<file path="src/assert_macros.svh">
// Assertion macros shared by the address walker RTL.
// Included by modules that carry concurrent checks; no other dependencies.
`ifndef ASSERT_MACROS_SVH
`define ASSERT_MACROS_SVH

// Generic clocked check, disabled during reset.
`define ASSERT_AT(lbl, clk, rst, prop, msg) \
  lbl: assert property (@(posedge clk) disable iff (rst) prop) \
    else $error(msg);

// Same-cycle implication.
`define ASSERT_IMPL(lbl, clk, rst, pre, post, msg) \
  `ASSERT_AT(lbl, clk, rst, (pre) |-> (post), msg)

// Next-cycle implication.
`define ASSERT_NEXT(lbl, clk, rst, pre, post, msg) \
  `ASSERT_AT(lbl, clk, rst, (pre) |=> (post), msg)

`endif

</file>
<file path="src/stawu_pkg.sv">
// Package for the strided tensor address walker: widths, register codes,
// configuration and pipeline item types. No dependencies.
`timescale 1ns / 1ps

package stawu_pkg;

  localparam int MAX_RANK   = 4;
  localparam int NUM_DIMS   = 4;
  localparam int BASE_W     = 40;
  localparam int ESZ_W      = 2;
  localparam int RANK_W     = 3;
  localparam int STOR_W     = 40;
  localparam int DIM_W      = 56;
  localparam int EXT_W      = 24;
  localparam int STRIDE_W   = 32;
  localparam int IDX_W      = EXT_W;
  localparam int PROD_W     = IDX_W + STRIDE_W;
  localparam int SUM_W      = PROD_W + $clog2(MAX_RANK + 1);
  localparam int MAX_SHIFT  = (1 << ESZ_W) - 1;
  localparam int BYTES_W    = SUM_W + MAX_SHIFT;
  localparam int CHK_W      = BYTES_W + 1;
  localparam int ADDR_W     = 48;
  localparam int REG_IDX_W  = 3;
  localparam int CFG_DATA_W = DIM_W;

  typedef enum logic [REG_IDX_W-1:0] {
    REG_BASE    = 3'd0,
    REG_ESZ     = 3'd1,
    REG_RANK    = 3'd2,
    REG_STORAGE = 3'd3,
    REG_DIM0    = 3'd4,
    REG_DIM1    = 3'd5,
    REG_DIM2    = 3'd6,
    REG_DIM3    = 3'd7
  } reg_idx_t;

  typedef struct packed {
    logic [BASE_W-1:0]                base;
    logic [ESZ_W-1:0]                 esz_log2;
    logic [RANK_W-1:0]                rank;
    logic [STOR_W-1:0]                storage;
    logic [NUM_DIMS-1:0][DIM_W-1:0]   dims;
  } cfg_t;

  // Indices of one element, already masked to the dimensions in use.
  typedef struct packed {
    logic [MAX_RANK-1:0][IDX_W-1:0] idx;
    logic                           last;
    logic                           empty;
  } walk_item_t;

  function automatic logic [EXT_W-1:0] extent_of(input logic [DIM_W-1:0] dim);
    return dim[STRIDE_W +: EXT_W];
  endfunction

  function automatic logic [STRIDE_W-1:0] stride_of(input logic [DIM_W-1:0] dim);
    return dim[STRIDE_W-1:0];
  endfunction

endpackage

</file>
<file path="src/stawu_cfg_regs.sv">
// Configuration register bank of the address walker.
// Depends on stawu_pkg.
`timescale 1ns / 1ps

module stawu_cfg_regs (
  input  logic                            clk,
  input  logic                            rst,
  input  logic                            wr_en,
  input  logic [stawu_pkg::REG_IDX_W-1:0] wr_index,
  input  logic [stawu_pkg::CFG_DATA_W-1:0] wr_data,
  output stawu_pkg::cfg_t                 cfg
);
  import stawu_pkg::*;

  always_ff @(posedge clk) begin
    if (rst) begin
      cfg <= '0;
    end else if (wr_en) begin
      unique case (reg_idx_t'(wr_index))
        REG_BASE:    cfg.base     <= wr_data[BASE_W-1:0];
        REG_ESZ:     cfg.esz_log2 <= wr_data[ESZ_W-1:0];
        REG_RANK:    cfg.rank     <= wr_data[RANK_W-1:0];
        REG_STORAGE: cfg.storage  <= wr_data[STOR_W-1:0];
        REG_DIM0:    cfg.dims[0]  <= wr_data[DIM_W-1:0];
        REG_DIM1:    cfg.dims[1]  <= wr_data[DIM_W-1:0];
        REG_DIM2:    cfg.dims[2]  <= wr_data[DIM_W-1:0];
        REG_DIM3:    cfg.dims[3]  <= wr_data[DIM_W-1:0];
        default: ;
      endcase
    end
  end

endmodule

</file>
<file path="config.mk">
export PLATFORM = sky130hd
export DESIGN_NAME = stawu_cfg_regs
export DESIGN_NICKNAME = d
export VERILOG_FILES = /design/src/assert_macros.svh /design/src/stawu_pkg.sv /design/src/stawu_cfg_regs.sv
export SDC_FILE = /design/constraint.sdc
export NUM_CORES = 1
export LEC_CHECK = 0
export BUFFER_PORTS_ARGS = -buffer_cell sky130_fd_sc_hd__buf_2
export CAP_MARGIN = 20
export CORE_ASPECT_RATIO = 1.25
export CORE_MARGIN = 2
export CORE_UTILIZATION = 45
export CTS_CLUSTER_SIZE = 40
export DETAILED_ROUTE_END_ITERATION = 6
export MAX_ROUTING_LAYER = met4
export PLACE_DENSITY_LB_ADDON = 0.05
export SLEW_MARGIN = 20
export SYNTH_ARGS = -nofsm -noshare
export SYNTH_HDL_FRONTEND = slang
export SYNTH_SLANG_ARGS = --single-unit
</file>
<file path="constraint.sdc">
create_clock -name clk -period 1.8 [get_ports clk]
set_clock_uncertainty 0.2 [all_clocks]
set_input_delay 0 -clock clk [delete_from_list [all_inputs] [get_ports clk]]
set_output_delay 0 -clock clk [all_outputs]
set_load 0.02 [all_outputs]
</file>
Word-level counts from Yosys, hierarchy flattened:

Index checks and enable logic that the tools add are counted.
Widths: inputs -> output; s select.

* word-level logic and storage cells: 24
* input bits: 62
* bits in registers: 309

* eq/ne operators: 7
* reduce and logical (&&, ||, !) cells: 9

Operators by type and width (number)
* $reduce_and 2->1: 8
* $eq 3x3->1 const B: 4
* $eq 3x2->1 const B: 2
* $eq 3x1->1 const B: 1
* $logic_not 3->1: 1

Logic depth before layout (Yosys ltp):

* depth after elaboration: 2
* mapped depth: 5
* depth with buffers taken out: 2

Least setup slack after synthesis:

No wires, ideal clock.

* kind: in2reg
* start: in wr_index[1] (netlist bit)
* end: reg cfg[299] (netlist bit)
* stages on the path: 5
* arrival time: 1.051 ns
* path slack: 0.425 ns
* cells stage by stage: buf_4 > or4b_4 > buf_6 > buf_12 > mux2i_1

* cells in the longest elaborated chain, start to end: 2

Ends and longest elaborated chain
* start: declaration: line stawu_cfg_regs.sv:9 `input logic [stawu_pkg::REG_IDX_W-1:0] wr_index,`
* $logic_not 3->1: line stawu_cfg_regs.sv:19 `unique case (reg_idx_t'(wr_index))`
* $reduce_and 2->1 (no line)
* end: declaration: line stawu_cfg_regs.sv:11 `output stawu_pkg::cfg_t cfg`

Every way passes these cells.
A chain may end at the register's enable or synchronous reset.

==> impl_metrics.yaml <==
clock_tree:
  clk_latency_ps: 490
  tritoncts.num_buffers: 34
  cts.clk_slew.worst_paths_ps: 60
  postCtsSetupBuffers: 0
  cts_root_buffer: "sky130_fd_sc_hd__clkbuf_16"
  cts_tree: "built"
  htreeDepth: 2
  clock_path_buffers: 3
  clkSinkCount: 309
placed_design:
  place.detailed.hpwl_um: 22100
  global_placement_routability_congestion: 0.763
  place_inst: 1742
  portBuffers: 370
  dpl_ws_ps: 309
drt:
  viasPerCell: 4.76
  drt_iter0_drc: 274
  wirelength_um: 34000
  wire_per_inst_um: 18.0
  drt-pass1-iter-count: 4
  drcViolationCount: 0
  remaining_number_of_nets_flagged_by_the_antenna_check_after_routing: 0
  via_count: 9001
global_route:
  antenna_found_initial: 0
  first_pass_grt_wire_length_um: 52400
  globalRoute.totalOverflow: 0
  grt_util_all_layers_pct: 24.4
  grtUsageMet3_pct: 6.17
  grt_pass1_vias: 9154
  grtUsageMet1_pct: 29.0
  gr-max-usage-layer: "met2"
  grt_max_degree: 79
  grt.met2_usage_pct: 40.4
power_and_ir_drop:
  leakage_nw: 8.74
  pwr_density_cell_nw_per_um2: 961
  worst_ir_drop_vdd_v: 0.000666
layout:
  numnets_final: 1583
  drive_gt1_share_pct: 30.1
  regMostFlops: "cfg"
  synth_to_final_area_change_pct: 36.6
  final-instance-count-excl-fill: 1890
  layout.core_utilization_pct: 62.0
  final.fill_count: 2251
  largest_registers: "cfg x309"
  insertedDiodeCount: 0
  largest_register_ff_count: 309
timing:
  fin_tns_setup_ps: 0
  finalHoldViolations: 0
  worst_hold_slack_ps: 15.9
  final_max_slew_viol_count: 0
  worstMarginPinSlew_ps: 797
  timing.final.setup_violations: 0
  finalCriticalPeriod_ps: 1790
  layout_worst_path_cycle_share_pct: 99.2
  timing.fmax_mhz: 560
  slew-limit-headroom_pct: 46.7
  finalWorstSetupSlack_ps: 14.6
  grt_setup_unrepaired: "false"
floorplan:
  chipHeight_um: 187
  initial_core_util_pct: 45.4
  design.die.area_um2: 28200
  core.rowCount: 67
  core_area_um2: 26600
  boundary_pin_count: 371
  die_x_um: 150
status:
  status: "completed"
synthesis:
  dominant_cells_by_area_after_synthesis: "sky130_fd_sc_hd__dfxtp_1 51%, sky130_fd_sc_hd__mux2i_1 26%, sky130_fd_sc_hd__nand2b_1 19%"
  synth.ff_latch_count: 309
  synthDistinctLibCells: 17
  post-synth-top-area-cell: "sky130_fd_sc_hd__dfxtp_1"
  yosysMostFrequentCell: "sky130_fd_sc_hd__nand2b_1"
  synth_top_cells_by_count: "365 x sky130_fd_sc_hd__nand2b_1, 309 x sky130_fd_sc_hd__dfxtp_1, 309 x sky130_fd_sc_hd__mux2i_1"
  share_of_async_settable_or_async_resettable_flops_after_synthesis_pct: 0
  synth_enable_flop_cells: 0
  syn_nets: 1136
  synthesis.area_um2: 12100
  syn-mean-instance-area_um2: 11.2
  yosysSeqAreaShare_pct: 51.3
  synth_flop_cell: "sky130_fd_sc_hd__dfxtp_1"
  area_share_of_the_largest_cell_type_after_synthesis_pct: 51.3
  ys.warnings.count: 0
  syn-instance-count: 1074
setup_path:
  slowest_delay_ps: 800
  crit_top_cell: "sky130_fd_sc_hd__dlygate4sd3_1"
  master_of_the_slowest_instance_on_the_critical_path: "sky130_fd_sc_hd__dlygate4sd3_1"
  critical_path.max_fanout: 10
  path_class: "input port to flop"
  worstPathRequired_ps: 1980
  setup.worst_path.start_class: "input port"
  worstPathCellList: "buf_6, buf_4, dlygate4sd3_1, nand2b_1, mux2i_1, dlygate4sd3_1"
  end_kind: "flop"
  worst_ep_arrival_time_ps: 1970
worst_hold_path:
  min_path_type: "input port to flop"
job:
  max_cap_violations: 0
==> metrics by stage <==
stage               area [um2]  power (mW)
global placement         14400        8.37
floorplan                12100        7.95
global route             16500        16.4
finish                   16500        15.8
CTS                      16400        16.0
detailed placement       14400        8.38
==> worst paths after layout <==
check / start / end / slack (ps) / cells past startpoint
worst max-delay path: rst / cfg[101] / 10 / 6
worst min-delay path: wr_index[1] / cfg[35] / 20 / 4
worst max register to register: cfg[152] / cfg[152] / 460 / 3
worst min register to register: cfg[248] / cfg[248] / 270 / 2
==> layer usage <==
metal / wire length [um] / vias to the layer above
li1: - / 4448
met4: 1040 / 0
met3: 2340 / 60
met1: 14300 / 4227
met2: 16300 / 266
met5: 0 / -
==> repair_timing <==
action,in CTS,in global routing
gates resized for setup,0,0
endpoints found under the setup margin,0,2
hold buffers,84,6
endpoints found under the hold margin,309,53
==> cell type report <==
class | instances | area, um2 | area share, %
Sequential cell | 309 | 6190 | 37.5
Timing Repair Buffer | 491 | 3120 | 18.9
Clock buffer | 52 | 1080 | 6.57
Tap cell | 345 | 432 | 2.62
Clock inverter | 8 | 140 | 0.850
Multi-Input combinational cell | 685 | 5520 | 33.5
==> critical path, delay by kind of cell <==
kind,cells,cell delay [ps]
and+or+nand+nor,1,250
muxes,1,90
buffers and inverters,4,1630
==> power by group <==
part           internal [mW]  leakage, nW  total (mW)  switching (mW)
combinational          0.608         5.63        1.33           0.719
clock                   4.71        0.606        7.44            2.73
sequential              6.99         2.50        7.07          0.0741
==> kinds of logic (layout without fill, tap and decap cells) <==
kind of cell  count (synthesis)  count (layout)  synth area share (%)
buf+inv                      80             551                  3.13
flops                       309             309                  51.3
mux                         309             309                  25.6
simple gates                376             376                  20.0
==> placed cells by master (no fill, tap or decap), drive strengths merged <==
cell type	Yosys	final
nand4b	3	3
dfxtp	309	309
dlygate4sd3	0	86
bufinv	0	4
nand4	1	1
nand4bb	2	2
and4b	1	1
buf	36	405
or4bb	1	1
clkinv	0	4
nor4b	1	1
mux2i	309	309
and4bb	1	1
clkbuf	44	52
or4b	1	1
nand2b	365	365
(Power assumes the default switching activity.)
