$ cat config.mk
export PLATFORM = sky130hd
export DESIGN_NAME = stawu_index_walker_flat
export DESIGN_NICKNAME = d
export VERILOG_FILES = /design/src/stawu_pkg.sv /design/src/stawu_channels.sv /design/src/stawu_index_walker.sv /design/src/flat_wrapper.sv
export VERILOG_INCLUDE_DIRS = /design/src /design/src/src
export SDC_FILE = /design/constraint.sdc
export NUM_CORES = 1
export LEC_CHECK = 0
export BUFFER_PORTS_ARGS = -buffer_cell sky130_fd_sc_hd__buf_4
export CAP_MARGIN = 20
export CORE_MARGIN = 10
export CORE_UTILIZATION = 42
export CTS_BUF_LIST = sky130_fd_sc_hd__clkbuf_8
export DETAILED_ROUTE_END_ITERATION = 6
export PLACE_DENSITY = 0.67
export SYNTH_ARGS = -nofsm -noshare
export SYNTH_HDL_FRONTEND = slang
export SYNTH_SLANG_ARGS = --single-unit
$ cat constraint.sdc
create_clock -name clk -period 4.9 [get_ports clk]
set_input_delay 0.49 -clock clk [delete_from_list [all_inputs] [get_ports clk]]
set_output_delay 0.49 -clock clk [all_outputs]
set_load 0.005 [all_outputs]
$ cat src/assert_macros.svh
// Assertion macros shared by the address walker RTL.
// Included by modules that carry concurrent checks; no other dependencies.
`ifndef ASSERT_MACROS_SVH
`define ASSERT_MACROS_SVH

// Generic clocked check, disabled during reset.
`define ASSERT_AT(lbl, clk, rst, prop, msg) \
  lbl: assert property (@(posedge clk) disable iff (rst) prop) \
    else $error(msg);

// Same-cycle implication.
`define ASSERT_IMPL(lbl, clk, rst, pre, post, msg) \
  `ASSERT_AT(lbl, clk, rst, (pre) |-> (post), msg)

// Next-cycle implication.
`define ASSERT_NEXT(lbl, clk, rst, pre, post, msg) \
  `ASSERT_AT(lbl, clk, rst, (pre) |=> (post), msg)

`endif

$ cat src/stawu_pkg.sv
// Package for the strided tensor address walker: widths, register codes,
// configuration and pipeline item types. No dependencies.
`timescale 1ns / 1ps

package stawu_pkg;

  localparam int MAX_RANK   = 4;
  localparam int NUM_DIMS   = 4;
  localparam int BASE_W     = 40;
  localparam int ESZ_W      = 2;
  localparam int RANK_W     = 3;
  localparam int STOR_W     = 40;
  localparam int DIM_W      = 56;
  localparam int EXT_W      = 24;
  localparam int STRIDE_W   = 32;
  localparam int IDX_W      = EXT_W;
  localparam int PROD_W     = IDX_W + STRIDE_W;
  localparam int SUM_W      = PROD_W + $clog2(MAX_RANK + 1);
  localparam int MAX_SHIFT  = (1 << ESZ_W) - 1;
  localparam int BYTES_W    = SUM_W + MAX_SHIFT;
  localparam int CHK_W      = BYTES_W + 1;
  localparam int ADDR_W     = 48;
  localparam int REG_IDX_W  = 3;
  localparam int CFG_DATA_W = DIM_W;

  typedef enum logic [REG_IDX_W-1:0] {
    REG_BASE    = 3'd0,
    REG_ESZ     = 3'd1,
    REG_RANK    = 3'd2,
    REG_STORAGE = 3'd3,
    REG_DIM0    = 3'd4,
    REG_DIM1    = 3'd5,
    REG_DIM2    = 3'd6,
    REG_DIM3    = 3'd7
  } reg_idx_t;

  typedef struct packed {
    logic [BASE_W-1:0]                base;
    logic [ESZ_W-1:0]                 esz_log2;
    logic [RANK_W-1:0]                rank;
    logic [STOR_W-1:0]                storage;
    logic [NUM_DIMS-1:0][DIM_W-1:0]   dims;
  } cfg_t;

  // Indices of one element, already masked to the dimensions in use.
  typedef struct packed {
    logic [MAX_RANK-1:0][IDX_W-1:0] idx;
    logic                           last;
    logic                           empty;
  } walk_item_t;

  function automatic logic [EXT_W-1:0] extent_of(input logic [DIM_W-1:0] dim);
    return dim[STRIDE_W +: EXT_W];
  endfunction

  function automatic logic [STRIDE_W-1:0] stride_of(input logic [DIM_W-1:0] dim);
    return dim[STRIDE_W-1:0];
  endfunction

endpackage

$ cat src/stawu_channels.sv
// Valid/ready channel interfaces for the walker: request and result.
// Depends on stawu_pkg for field widths.
`timescale 1ns / 1ps

interface stawu_req_if;
  logic valid;
  logic ready;
  logic restart;

  modport source (output valid, output restart, input ready);
  modport sink   (input valid, input restart, output ready);
endinterface


$ cat src/stawu_index_walker.sv
// Index counters and row-major carry chain; registers one element's indices.
// Depends on stawu_pkg, stawu_channels and assert_macros.svh.
`timescale 1ns / 1ps
`include "assert_macros.svh"

module stawu_index_walker (
  input  logic                 clk,
  input  logic                 rst,
  input  stawu_pkg::cfg_t      cfg,
  stawu_req_if.sink            req,
  output stawu_pkg::walk_item_t s1,
  output logic                 s1_valid,
  input  logic                 s1_ready
);
  import stawu_pkg::*;

  logic [MAX_RANK-1:0][IDX_W-1:0] cnt;
  logic [MAX_RANK-1:0][IDX_W-1:0] cnt_next;
  logic [MAX_RANK-1:0][IDX_W-1:0] cur;
  logic [MAX_RANK-1:0]            in_use;
  logic [MAX_RANK-1:0]            wrap;
  logic [RANK_W-1:0]              r_use;
  logic                           empty_c;
  logic                           last_c;
  logic                           carry;
  logic                           acc;
  walk_item_t                     item;

  assign req.ready = !s1_valid || s1_ready;
  assign acc       = req.valid && req.ready;

  always_comb begin
    logic [IDX_W:0] nxt;
    logic [EXT_W-1:0] ext;
    r_use    = (cfg.rank > RANK_W'(MAX_RANK)) ? RANK_W'(MAX_RANK) : cfg.rank;
    empty_c  = 1'b0;
    cnt_next = '0;
    item     = '0;
    carry    = 1'b1;
    for (int d = 0; d < MAX_RANK; d++) begin
      in_use[d] = RANK_W'(d) < r_use;
      cur[d]    = req.restart ? '0 : cnt[d];
      ext       = extent_of(cfg.dims[d]);
      nxt       = {1'b0, cur[d]} + (IDX_W+1)'(1);
      wrap[d]   = nxt >= {1'b0, ext};
      if (in_use[d] && (ext == '0)) empty_c = 1'b1;
    end
    // Innermost in-use dimension first; carry ripples outward.
    for (int d = MAX_RANK - 1; d >= 0; d--) begin
      cnt_next[d] = cur[d];
      if (in_use[d] && carry) begin
        cnt_next[d] = wrap[d] ? '0 : (cur[d] + IDX_W'(1));
      end
      carry = carry && (wrap[d] || !in_use[d]);
    end
    last_c = carry;
    if (empty_c) cnt_next = '0;
    for (int d = 0; d < MAX_RANK; d++) begin
      item.idx[d] = (in_use[d] && !empty_c) ? cur[d] : '0;
    end
    item.last  = last_c && !empty_c;
    item.empty = empty_c;
  end

  always_ff @(posedge clk) begin
    if (rst) begin
      cnt      <= '0;
      s1_valid <= 1'b0;
    end else begin
      if (acc) cnt <= cnt_next;
      if (req.ready) s1_valid <= req.valid;
    end
  end

  always_ff @(posedge clk) begin
    if (acc) s1 <= item;
  end

  `ASSERT_NEXT(a_empty_clears, clk, rst, acc && empty_c, cnt == '0,
               "counters not cleared after empty item")
  `ASSERT_IMPL(a_empty_not_last, clk, rst, s1_valid && s1.empty, !s1.last,
               "empty item flagged as last")
  `ASSERT_NEXT(a_s1_hold, clk, rst, s1_valid && !s1_ready,
               s1_valid && $stable(s1), "stalled index stage changed")

endmodule

$ cat src/flat_wrapper.sv
// flat-port wrapper written by rule: the top's interface ports become plain ports
module stawu_index_walker_flat import stawu_pkg::*;
  (clk, rst, cfg, s1, s1_valid, s1_ready, req_valid, req_restart, req_ready);
  stawu_req_if req_i ();
  input  logic clk;
  input  logic rst;
  input  stawu_pkg::cfg_t cfg;
  output stawu_pkg::walk_item_t s1;
  output logic s1_valid;
  input  logic s1_ready;
  input wire logic [$bits(req_i.valid)-1:0] req_valid;
  input wire logic [$bits(req_i.restart)-1:0] req_restart;
  output wire logic [$bits(req_i.ready)-1:0] req_ready;
  assign req_i.valid = req_valid;
  assign req_i.restart = req_restart;
  assign req_ready = req_i.ready;
  stawu_index_walker u_core (.clk(clk), .rst(rst), .cfg(cfg), .req(req_i), .s1(s1), .s1_valid(s1_valid), .s1_ready(s1_ready));
endmodule
* Yosys cells after proc, flatten, opt, wreduce, memory -nomap -nowiden
Cells that the tools add are included.
Widths: inputs -> output; s select.
** Storage, ports and cells
- Register bits :: 195
- Input port bits :: 314
- Output and inout bits :: 100
- Logic and storage cells :: 77
** Operators by class
- Add/sub/neg operators :: 8
- Magnitude comparators :: 9
- Mux-type cells :: 18
- Reduce and logical (&&, ||, !) cells :: 31
** Operator list (number)
- $mux 24 :: 12
- $add 24x1->25 const B :: 4
- $ge 25x24->1 :: 4
- $add 24x1->24 const B :: 4
- $logic_not 24->1 :: 4
- $mux 96 :: 1
- $logic_and 1x1->1 :: 16
- $logic_not 1->1 :: 6
- $lt 1x3->1 const A :: 2
- $lt 2x3->1 const A :: 2
- $logic_or 1x1->1 :: 5
- $mux 1 :: 4
- $gt 3x3->1 const B :: 1
- $mux 3 :: 1

* Longest topological paths before layout
Gate-level depths: netlist (run 1).
- Depth in word-level cells :: 10
- Mapped depth :: 27
- Depth with buffers taken out :: 20

* Worst setup path before layout (run 1)
No wires, ideal clock.
- Path kind :: in2reg
- Start point :: in req_restart
- End point :: reg u_core.cnt[3] (netlist name)
- Setup time :: 59 ps
- Data arrival time :: 5292 ps
- Required time :: 4841 ps
- Setup slack :: -451 ps
- Stages on the path :: 23
- Buffers on the path :: 7
- Cell sequence :: buf_2 -> buf_4 -> clkbuf_1 -> clkbuf_1 -> clkbuf_1 -> clkbuf_1 -> nor2b_1 -> ha_1 -> nand3_1 -> nor4_1 -> nand4_1 -> nor4_1 -> xnor2_1 -> ha_1 -> a21oi_1 -> o21ai_0 -> a2111oi_0 -> o311ai_0 -> a21oi_1 -> nand2_2 -> nor3_4 -> buf_6 -> a22o_1
** RTL lines
- start: declaration :: line flat_wrapper.sv:12 : input wire logic [$bits(req_i.restart)-1:0] req_restart;
- end signal: assignment :: line stawu_index_walker.sv:70 : if (acc) cnt <= cnt_next;
- end: declaration :: line stawu_index_walker.sv:17 : logic [MAX_RANK-1:0][IDX_W-1:0] cnt;

* Final worst setup path (run 1)
- Start point :: reg u_core.cnt[75] (netlist name)
- End point :: reg u_core.cnt[30] (netlist name)
** On the way
- Cells in the longest elaborated chain, start to end :: 8
** Ends and longest elaborated chain
- $mux 24 :: line stawu_index_walker.sv:42 : cur[d] = req.restart ? '0 : cnt[d];
- $add 24x1->25 :: line stawu_index_walker.sv:44 : nxt = {1'b0, cur[d]} + (IDX_W+1)'(1);
- $ge 25x24->1 :: line stawu_index_walker.sv:45 : wrap[d] = nxt >= {1'b0, ext};
- $logic_or 1x1->1 :: line stawu_index_walker.sv:54 : carry = carry && (wrap[d] || !in_use[d]);
- $logic_and 1x1->1 :: line stawu_index_walker.sv:54
- $logic_and 1x1->1 :: line stawu_index_walker.sv:51 : if (in_use[d] && carry) begin
- $mux 24 :: line stawu_index_walker.sv:51
- $mux 96 :: line stawu_index_walker.sv:57 : if (empty_c) cnt_next = '0;
Every way passes these cells.
A chain may end at the register's enable or synchronous reset.

==> insert_results.sql, run 1 <==
INSERT INTO impl_metrics (metric_group, metric, value, unit) VALUES
('sta', 'final.setup.tns', '0', 'ns'),
('route', 'antenna_violating_nets_post_route', '0', ''),
('sta', 'post-route-period-util', '94.97', '%'),
('sta', 'fin_skew', '0.02878', 'ns'),
('place', 'placer_s_final_routability_congestion_estimate', '0.9082', ''),
('critical_path', 'timing.critical_path.from_type', 'register', ''),
('route', 'routed_wire_length_per_instance', '18.66', 'um'),
('sta', 'slew_violations', '0', ''),
('synthesis', 'yosys_register_bits', '195', ''),
('floorplanning', 'rows', '63', ''),
('floorplanning', 'design.portCount', '414', ''),
('power', 'leakagePower', '6.997', 'nW'),
('critical_path', 'crit_fanout', '11', ''),
('synthesis', 'async_reset_ff_share', '0', '%'),
('clock_tree', 'clock_tree.root_cell', 'sky130_fd_sc_hd__clkbuf_8', ''),
('job', 'cap_violations', '0', ''),
('critical_path', 'r2r-start', 'u_core.cnt[75]$_SDFFE_PP0P_', ''),
('grt', 'grt_antenna_before_repair', '1', ''),
('clock_tree', 'tritoncts', 'yes', ''),
('clock_tree', 'insertion_delay', '0.50', 'ns'),
('layout', 'finalNetCount', '2105', ''),
('clock_tree', 'htree_levels', '4', ''),
('grt', 'wire_length_of_the_first_global_routing_pass', '62400', 'um'),
('clock_tree', 'number_of_buffers_added_to_fix_hold_violations_after_cts', '0', ''),
('critical_path', 'timing.reg2reg.worst_path_depth', '17', ''),
('sta', 'setup_repair_after_global_routing_missed_its_margin', 'false', ''),
('layout', 'most_common_cell_after_layout_fill_and_taps_aside', 'sky130_fd_sc_hd__buf_4', ''),
('synthesis', 'post_synthesis_instance_area', '12610', 'sq um'),
('power', 'share_seq_of_total_power', '54.3', '%'),
('hold_path', 'holdPathEnd', 'u_core.s1_valid$_SDFFE_PP0N_', ''),
('floorplanning', 'core-area', '29640', 'sq um'),
('clock_tree', 'cts.sinks', '195', ''),
('place', 'number_of_buffers_added_on_ports', '203', ''),
('place', 'dp.cells', '2060', ''),
('layout', 'instances_no_fill', '2094', ''),
('sta', 'setup_viol_count_final', '0', ''),
('grt', 'first_global_vias', '11310', ''),
('synthesis', 'synthesis.instances', '1413', ''),
('synthesis', 'synth.avg_cell_area', '8.921', 'sq um'),
('place', 'detailed_place.area', '15270', 'sq um'),
('grt', 'gr-total-overflow', '0', ''),
('route', 'post-route-drc-count', '0', ''),
('sta', 'finalWorstPathRequiredPeriod', '4.654', 'ns'),
('floorplanning', 'fp.dieH', '193.2', 'um'),
('critical_path', 'critical_path_capture_point_type', 'register', ''),
('hold_path', 'min-delay-start', 'req_valid', ''),
('power', 'power.total', '3.256', 'mW'),
('power', 'netSwitchingFraction', '28.61', '%'),
('synthesis', 'synth.area.top_cells', 'sky130_fd_sc_hd__edfxtp_1 23%, sky130_fd_sc_hd__dfxtp_1 15%, sky130_fd_sc_hd__ha_1 9.9%', ''),
('power', 'power_switching', '0.9315', 'mW'),
('sta', 'worst_pin_slew', '1.002', 'ns'),
('grt', 'global_route.usage.total', '20.29', '%'),
('sta', 'number_of_endpoints_with_negative_hold_slack_in_the_final_report', '0', ''),
('power', 'max-vdd-ir-drop', '0.0001507', 'V'),
('clock_tree', 'total_cts_buffers', '17', ''),
('synthesis', 'synth_top_cell_area_share', '23.34', '%'),
('layout', 'diodes', '0', ''),
('grt', 'maximum_number_of_pins_on_one_net_before_global_route_repair', '75', ''),
('layout', 'postLayoutCoreUtil', '53.05', '%'),
('power', 'pwr-share-clk', '32.6', '%'),
('critical_path', 'arrival', '5.09', 'ns'),
('critical_path', 'worst_r2r_endpoint', 'u_core.cnt[30]$_SDFFE_PP0P_', ''),
('route', 'first_pass_iters', '5', ''),
('critical_path', 'ff2ff_setup_slack', '0.25', 'ns'),
('route', 'vias_per_cell', '5.445', ''),
('synthesis', 'synthesis.nets', '1827', ''),
('hold_path', 'min_delay_path_depth', '3', ''),
('status', 'run_status', 'completed', ''),
('critical_path', 'max_stage_delay', '0.46', 'ns'),
('power', 'intPower', '2.325', 'mW'),
('layout', 'multi_input_comb_area', '7167', 'sq um');
metrics by stage:
stage | hold WS [ns] | worst slack [ns]
2_1_floorplan | 0.4455 | 0.005917
3_3_place_gp | 0.4668 | -0.2956
3_5_place_dp | 0.4687 | -0.3665
4_1_cts | 0.2215 | 0.1828
5_1_grt | 0.2332 | 0.005551
6_report | 0.2469 | 0.2464
how the worst max path moves through the flow:
stage | startpoint | to | slack (ns) | cells after the start
2_1_floorplan | req_restart | u_core.cnt[34]$_SDFFE_PP0P_ | 0.006 | 25
3_3_place_gp | req_restart | u_core.cnt[36]$_SDFFE_PP0P_ | -0.30 | 20
3_5_place_dp | req_restart | u_core.cnt[30]$_SDFFE_PP0P_ | -0.37 | 19
4_1_cts | u_core.cnt[75]$_SDFFE_PP0P_ | u_core.cnt[30]$_SDFFE_PP0P_ | 0.18 | 17
5_1_grt | u_core.cnt[0]$_SDFFE_PP0P_ | u_core.cnt[2]$_SDFFE_PP0P_ | 0.006 | 20
6_report | u_core.cnt[75]$_SDFFE_PP0P_ | u_core.cnt[30]$_SDFFE_PP0P_ | 0.25 | 17
kinds of logic (layout without fill, tap and decap cells):
family | count (synthesis) | in the layout | synth area share (%)
AO/OA/AOI/OAI | 271 | 272 | 14.44
adder cells (fa/ha/maj) | 100 | 100 | 9.926
buffers and inverters | 167 | 457 | 5.479
flip-flops | 195 | 195 | 38.75
AND/OR/NAND/NOR | 599 | 599 | 25.78
XOR/XNOR | 81 | 81 | 5.628
power groups by stage:
stage          logic [mW]  clock network (mW)  registers (mW)
6_report            0.426                1.06            1.77
5_1_grt             0.467                1.16            1.77
4_1_cts             0.424                1.09            1.77
3_5_place_dp        0.422                   0            1.80
3_3_place_gp        0.414                   0            1.80
2_1_floorplan       0.179                   0            1.81
per-layer routing:
layer / wire, um / track usage (%) / up-vias
met1: 18340 / 27.75 / 5351
met2: 17270 / 31.37 / 418
met5: 19 / 0 / -
met3: 3024 / 5.429 / 33
li1: - / - / 5597
met4: 418 / 4.263 / 2
worst max-delay path: cells and delay by family, from the launching register on:
family	cells	cell delay, ns
XOR/XNOR	1	0.23
flip-flops	1	0.46
adder cells (fa/ha/maj)	1	0.29
AO/OA/AOI/OAI	5	1.06
buffers and inverters	1	0.16
AND/OR/NAND/NOR	9	2.39
flip-flops by register name, indices dropped and copies added (netlist names):
register	count
u_core.cnt	96
u_core.s1	98
u_core.s1_valid	1
final cells by class:
class | instances | area share [%]
inverter | 120 | 2.881
sequential | 195 | 31.07
tap | 390 | 3.103
clock buffer | 18 | 1.576
clock inverter | 14 | 0.9071
multi-input combinational | 1052 | 45.58
timing repair buffer | 305 | 14.88
repair_timing:
| action | CTS | global route |
|---|---|---|
| pin swaps | 0 | 2 |
| gates resized for setup | 1 | 6 |
| cloned | 0 | 1 |
| setup buffers | 0 | 1 |
| endpoints found under the setup margin | 21 | 59 |
synth_stat cells, types with 36 or more instances:
cell type	instances
sky130_fd_sc_hd__a21oi_1	76
sky130_fd_sc_hd__xor2_1	39
sky130_fd_sc_hd__edfxtp_1	98
sky130_fd_sc_hd__dfxtp_1	97
sky130_fd_sc_hd__nand2_1	88
sky130_fd_sc_hd__nand2b_1	45
sky130_fd_sc_hd__and2_1	63
sky130_fd_sc_hd__a22o_1	46
sky130_fd_sc_hd__xnor2_1	42
sky130_fd_sc_hd__ha_1	100
sky130_fd_sc_hd__nand4_1	36
sky130_fd_sc_hd__o21ai_0	60
sky130_fd_sc_hd__nor2_1	145
sky130_fd_sc_hd__nand3_1	58
sky130_fd_sc_hd__inv_1	118
(Power assumes the default switching activity.)
==> run 2, diff against run 1 <==
- PLACE_DENSITY: 0.67 -> 0.83
==> run 2 against run 1 <==
  * Core utilization increased by 0.42 points
  * Clock power about the same
  * Sequential cell count unchanged
  * Critical endpoint is now u_core.cnt[29]$_SDFFE_PP0P_
  * Worst hold slack improved by 0.021 ns
==> insert_results.sql, run 2 (same netlist as run 1, synthesis figures left out) <==
INSERT INTO impl_metrics (metric_group, metric, value, unit) VALUES
('route', 'routed_wire_length_per_instance', '18.59', 'um'),
('clock_tree', 'tritoncts', 'yes', ''),
('floorplanning', 'fp.dieH', '193.2', 'um'),
('layout', 'register_area', '4885', 'sq um'),
('critical_path', 'r2r-start', 'u_core.cnt[75]$_SDFFE_PP0P_', ''),
('layout', 'areaGrowthSynthToFinish', '25.73', '%'),
('layout', 'multi_input_comb_area', '7164', 'sq um'),
('layout', 'max_flop_register', 'u_core.s1', ''),
('place', 'number_of_buffers_added_on_ports', '203', ''),
('floorplanning', 'core-area', '29640', 'sq um'),
('sta', 'setup_repair_after_global_routing_missed_its_margin', 'true', ''),
('layout', 'drive_gt1_share', '23.59', '%'),
('critical_path', 'critical_path_capture_point_type', 'register', ''),
('hold_path', 'min-delay-start', 'req_valid', ''),
('hold_path', 'min_delay_path_depth', '3', ''),
('sta', 'final_critical_path_setup_slack', '0.3118', 'ns'),
('sta', 'max_freq', '218.0', 'MHz'),
('grt', 'maximum_number_of_pins_on_one_net_before_global_route_repair', '83', ''),
('route', 'totalWireLength', '39230', 'um'),
('clock_tree', 'clk_path_buf_depth', '2', ''),
('sta', 'fin_skew', '0.02180', 'ns'),
('critical_path', 'timing.critical_path.from_type', 'register', ''),
('route', 'first_pass_iters', '5', ''),
('power', 'max-vdd-ir-drop', '0.0001220', 'V'),
('sta', 'worst_pin_slew', '1.074', 'ns'),
('critical_path', 'timing.reg2reg.worst_path_depth', '18', ''),
('route', 'via_count', '11800', ''),
('floorplanning', 'rows', '63', ''),
('sta', 'post-route-period-util', '93.64', '%'),
('layout', 'max_reg_flops', '98', ''),
('floorplanning', 'design.portCount', '414', ''),
('sta', 'final.setup.tns', '0', 'ns'),
('route', 'post-route-drc-count', '0', ''),
('critical_path', 'worst_r2r_endpoint', 'u_core.cnt[29]$_SDFFE_PP0P_', ''),
('floorplanning', 'die-area', '37340', 'sq um'),
('clock_tree', 'insertion_delay', '0.48', 'ns'),
('route', 'vias_per_cell', '5.589', ''),
('clock_tree', 'cts.sinks', '195', ''),
('sta', 'finalWorstPathRequiredPeriod', '4.588', 'ns'),
('layout', 'most_common_cell_after_layout_fill_and_taps_aside', 'sky130_fd_sc_hd__buf_4', ''),
('route', 'antenna_violating_nets_post_route', '0', ''),
('hold_path', 'hold_path_class', 'input port to register', ''),
('clock_tree', 'number_of_buffers_added_to_fix_hold_violations_after_cts', '0', ''),
('status', 'run_status', 'completed', ''),
('place', 'dp.cells', '2076', ''),
('layout', 'diodes', '0', ''),
('floorplanning', 'initial_utilization', '42.53', '%'),
('grt', 'gr-total-overflow', '0', ''),
('clock_tree', 'total_cts_buffers', '17', ''),
('sta', 'hold_ws', '0.2683', 'ns'),
('layout', 'final_cell_mix', '318 x sky130_fd_sc_hd__buf_4, 144 x sky130_fd_sc_hd__nor2_1, 116 x sky130_fd_sc_hd__inv_1', ''),
('sta', 'slew_violations', '0', ''),
('power', 'power.total', '3.282', 'mW'),
('place', 'dp.final_hpwl', '30050', 'um'),
('critical_path', 'crit_startpoint', 'u_core.cnt[75]$_SDFFE_PP0P_', ''),
('power', 'power_per_cell_area', '207.0', 'nW/um^2'),
('sta', 'slew_headroom', '28.39', '%'),
('grt', 'wire_length_of_the_first_global_routing_pass', '62270', 'um'),
('layout', 'layout_top_registers', 'u_core.s1: 98 flops, u_core.cnt: 96 flops, u_core.s1_valid: 1 flops', ''),
('critical_path', 'crit_fanout', '10', ''),
('grt', 'grt_antenna_before_repair', '0', ''),
('job', 'cap_violations', '0', ''),
('layout', 'finalNetCount', '2122', ''),
('critical_path', 'critical_path_class', 'register to register', ''),
('route', 'detailed_route_iter0_violations', '969', ''),
('floorplanning', 'dieWidth', '193.2', 'um'),
('hold_path', 'holdPathEnd', 'u_core.s1_valid$_SDFFE_PP0N_', ''),
('sta', 'number_of_endpoints_with_negative_hold_slack_in_the_final_report', '0', ''),
('critical_path', 'arrival', '5.01', 'ns'),
('layout', 'fillerInstances', '2695', ''),
('grt', 'global_route.usage.total', '20.17', '%'),
('place', 'placement.setup.worst_slack', '-0.2805', 'ns'),
('place', 'placer_s_final_routability_congestion_estimate', '0.9445', ''),
('clock_tree', 'clock_tree.root_cell', 'sky130_fd_sc_hd__clkbuf_8', ''),
('power', 'leakagePower', '7.090', 'nW'),
('sta', 'setup_viol_count_final', '0', ''),
('layout', 'instances_no_fill', '2111', ''),
('critical_path', 'ff2ff_setup_slack', '0.31', 'ns'),
('clock_tree', 'htree_levels', '4', ''),
('grt', 'first_global_vias', '11570', ''),
('critical_path', 'cp_data_required_time', '5.32', 'ns'),
('clock_tree', 'clkSlewWorstSetupHoldPaths', '0.10', 'ns');
-- run 2: changes by cell type in the layout (fill, tap and decap cells not counted), moves of 2 or more --
cell                         change
sky130_fd_sc_hd__clkinv_8        -3
sky130_fd_sc_hd__clkinvlp_4      +2
sky130_fd_sc_hd__clkinv_2        -2
sky130_fd_sc_hd__nor4_2          -2
sky130_fd_sc_hd__inv_8           +2
sky130_fd_sc_hd__buf_4          +17
-- run 2: power by group --
part / internal, mW / switching [mW] / leakage, nW / total (mW)
Clock: 0.435 / 0.649 / 0.200 / 1.08
Combinational: 0.187 / 0.242 / 5.13 / 0.428
Sequential: 1.75 / 0.0182 / 1.76 / 1.77
-- run 2: how the worst max path moves through the flow --
| stage | endpoint | cells past startpoint | slack, ns |
|---|---|---|---|
| 4_1_cts | u_core.cnt[27]$_SDFFE_PP0P_ | 18 | 0.18 |
| 6_report | u_core.cnt[29]$_SDFFE_PP0P_ | 18 | 0.31 |
| 2_1_floorplan | u_core.cnt[34]$_SDFFE_PP0P_ | 25 | 0.006 |
| 3_3_place_gp | u_core.cnt[42]$_SDFFE_PP0P_ | 20 | -0.25 |
| 5_1_grt | u_core.cnt[45]$_SDFFE_PP0P_ | 20 | -0.02 |
| 3_5_place_dp | u_core.cnt[37]$_SDFFE_PP0P_ | 20 | -0.28 |
-- run 2: layout make-up --
class	instances	area share (%)
Tap cell	390	3.079
Clock inverter	14	0.9079
Timing Repair Buffer	322	15.57
Sequential cell	195	30.82
Inverter	120	2.858
Multi-Input combinational cell	1052	45.20
Clock buffer	18	1.563
-- run 2: layer usage --
layer / GRT usage, % / share of wire, % / up-vias
li1: - / - / 5630
met1: 27.53 / 46 / 5584
met2: 31.54 / 45 / 538
met3: 4.685 / 8.3 / 47
met4: 4.835 / 1.5 / 0
met5: 0 / 0 / -
-- run 2: what timing repair did --
item | in CTS | in global routing
pin swaps | 0 | 3
cloned | 0 | 1
gates resized for setup | 1 | 5
setup endpoints to repair | 21 | 43
buffers inserted | 0 | 2
-- run 2: worst max-delay path, stage by stage (launching register included) --
cell and delay [ns]:
sky130_fd_sc_hd__dfxtp_1 0.46, sky130_fd_sc_hd__nand4_1 0.22, sky130_fd_sc_hd__nor4_2 0.35, sky130_fd_sc_hd__and2_1 0.20
sky130_fd_sc_hd__and3_1 0.21, sky130_fd_sc_hd__nand4b_1 0.17, sky130_fd_sc_hd__nor2_1 0.25, sky130_fd_sc_hd__xnor2_1 0.21
sky130_fd_sc_hd__nor2_1 0.08, sky130_fd_sc_hd__ha_1 0.27, sky130_fd_sc_hd__and3_1 0.15, sky130_fd_sc_hd__and3_1 0.19
sky130_fd_sc_hd__o31ai_1 0.08, sky130_fd_sc_hd__nand3_1 0.23, sky130_fd_sc_hd__nor3_2 0.35, sky130_fd_sc_hd__a211oi_2 0.07
sky130_fd_sc_hd__or3_1 0.45, sky130_fd_sc_hd__a21oi_4 0.37, sky130_fd_sc_hd__a22o_1 0.21
-- run 2: per-stage QoR --
stage / utilization (%) / instance area, sq um
global placement: 51.90 / 15380
global route: 53.47 / 15850
finish: 53.47 / 15850
floorplan: - / 12750
detailed placement: 51.92 / 15390
CTS: 53.27 / 15790
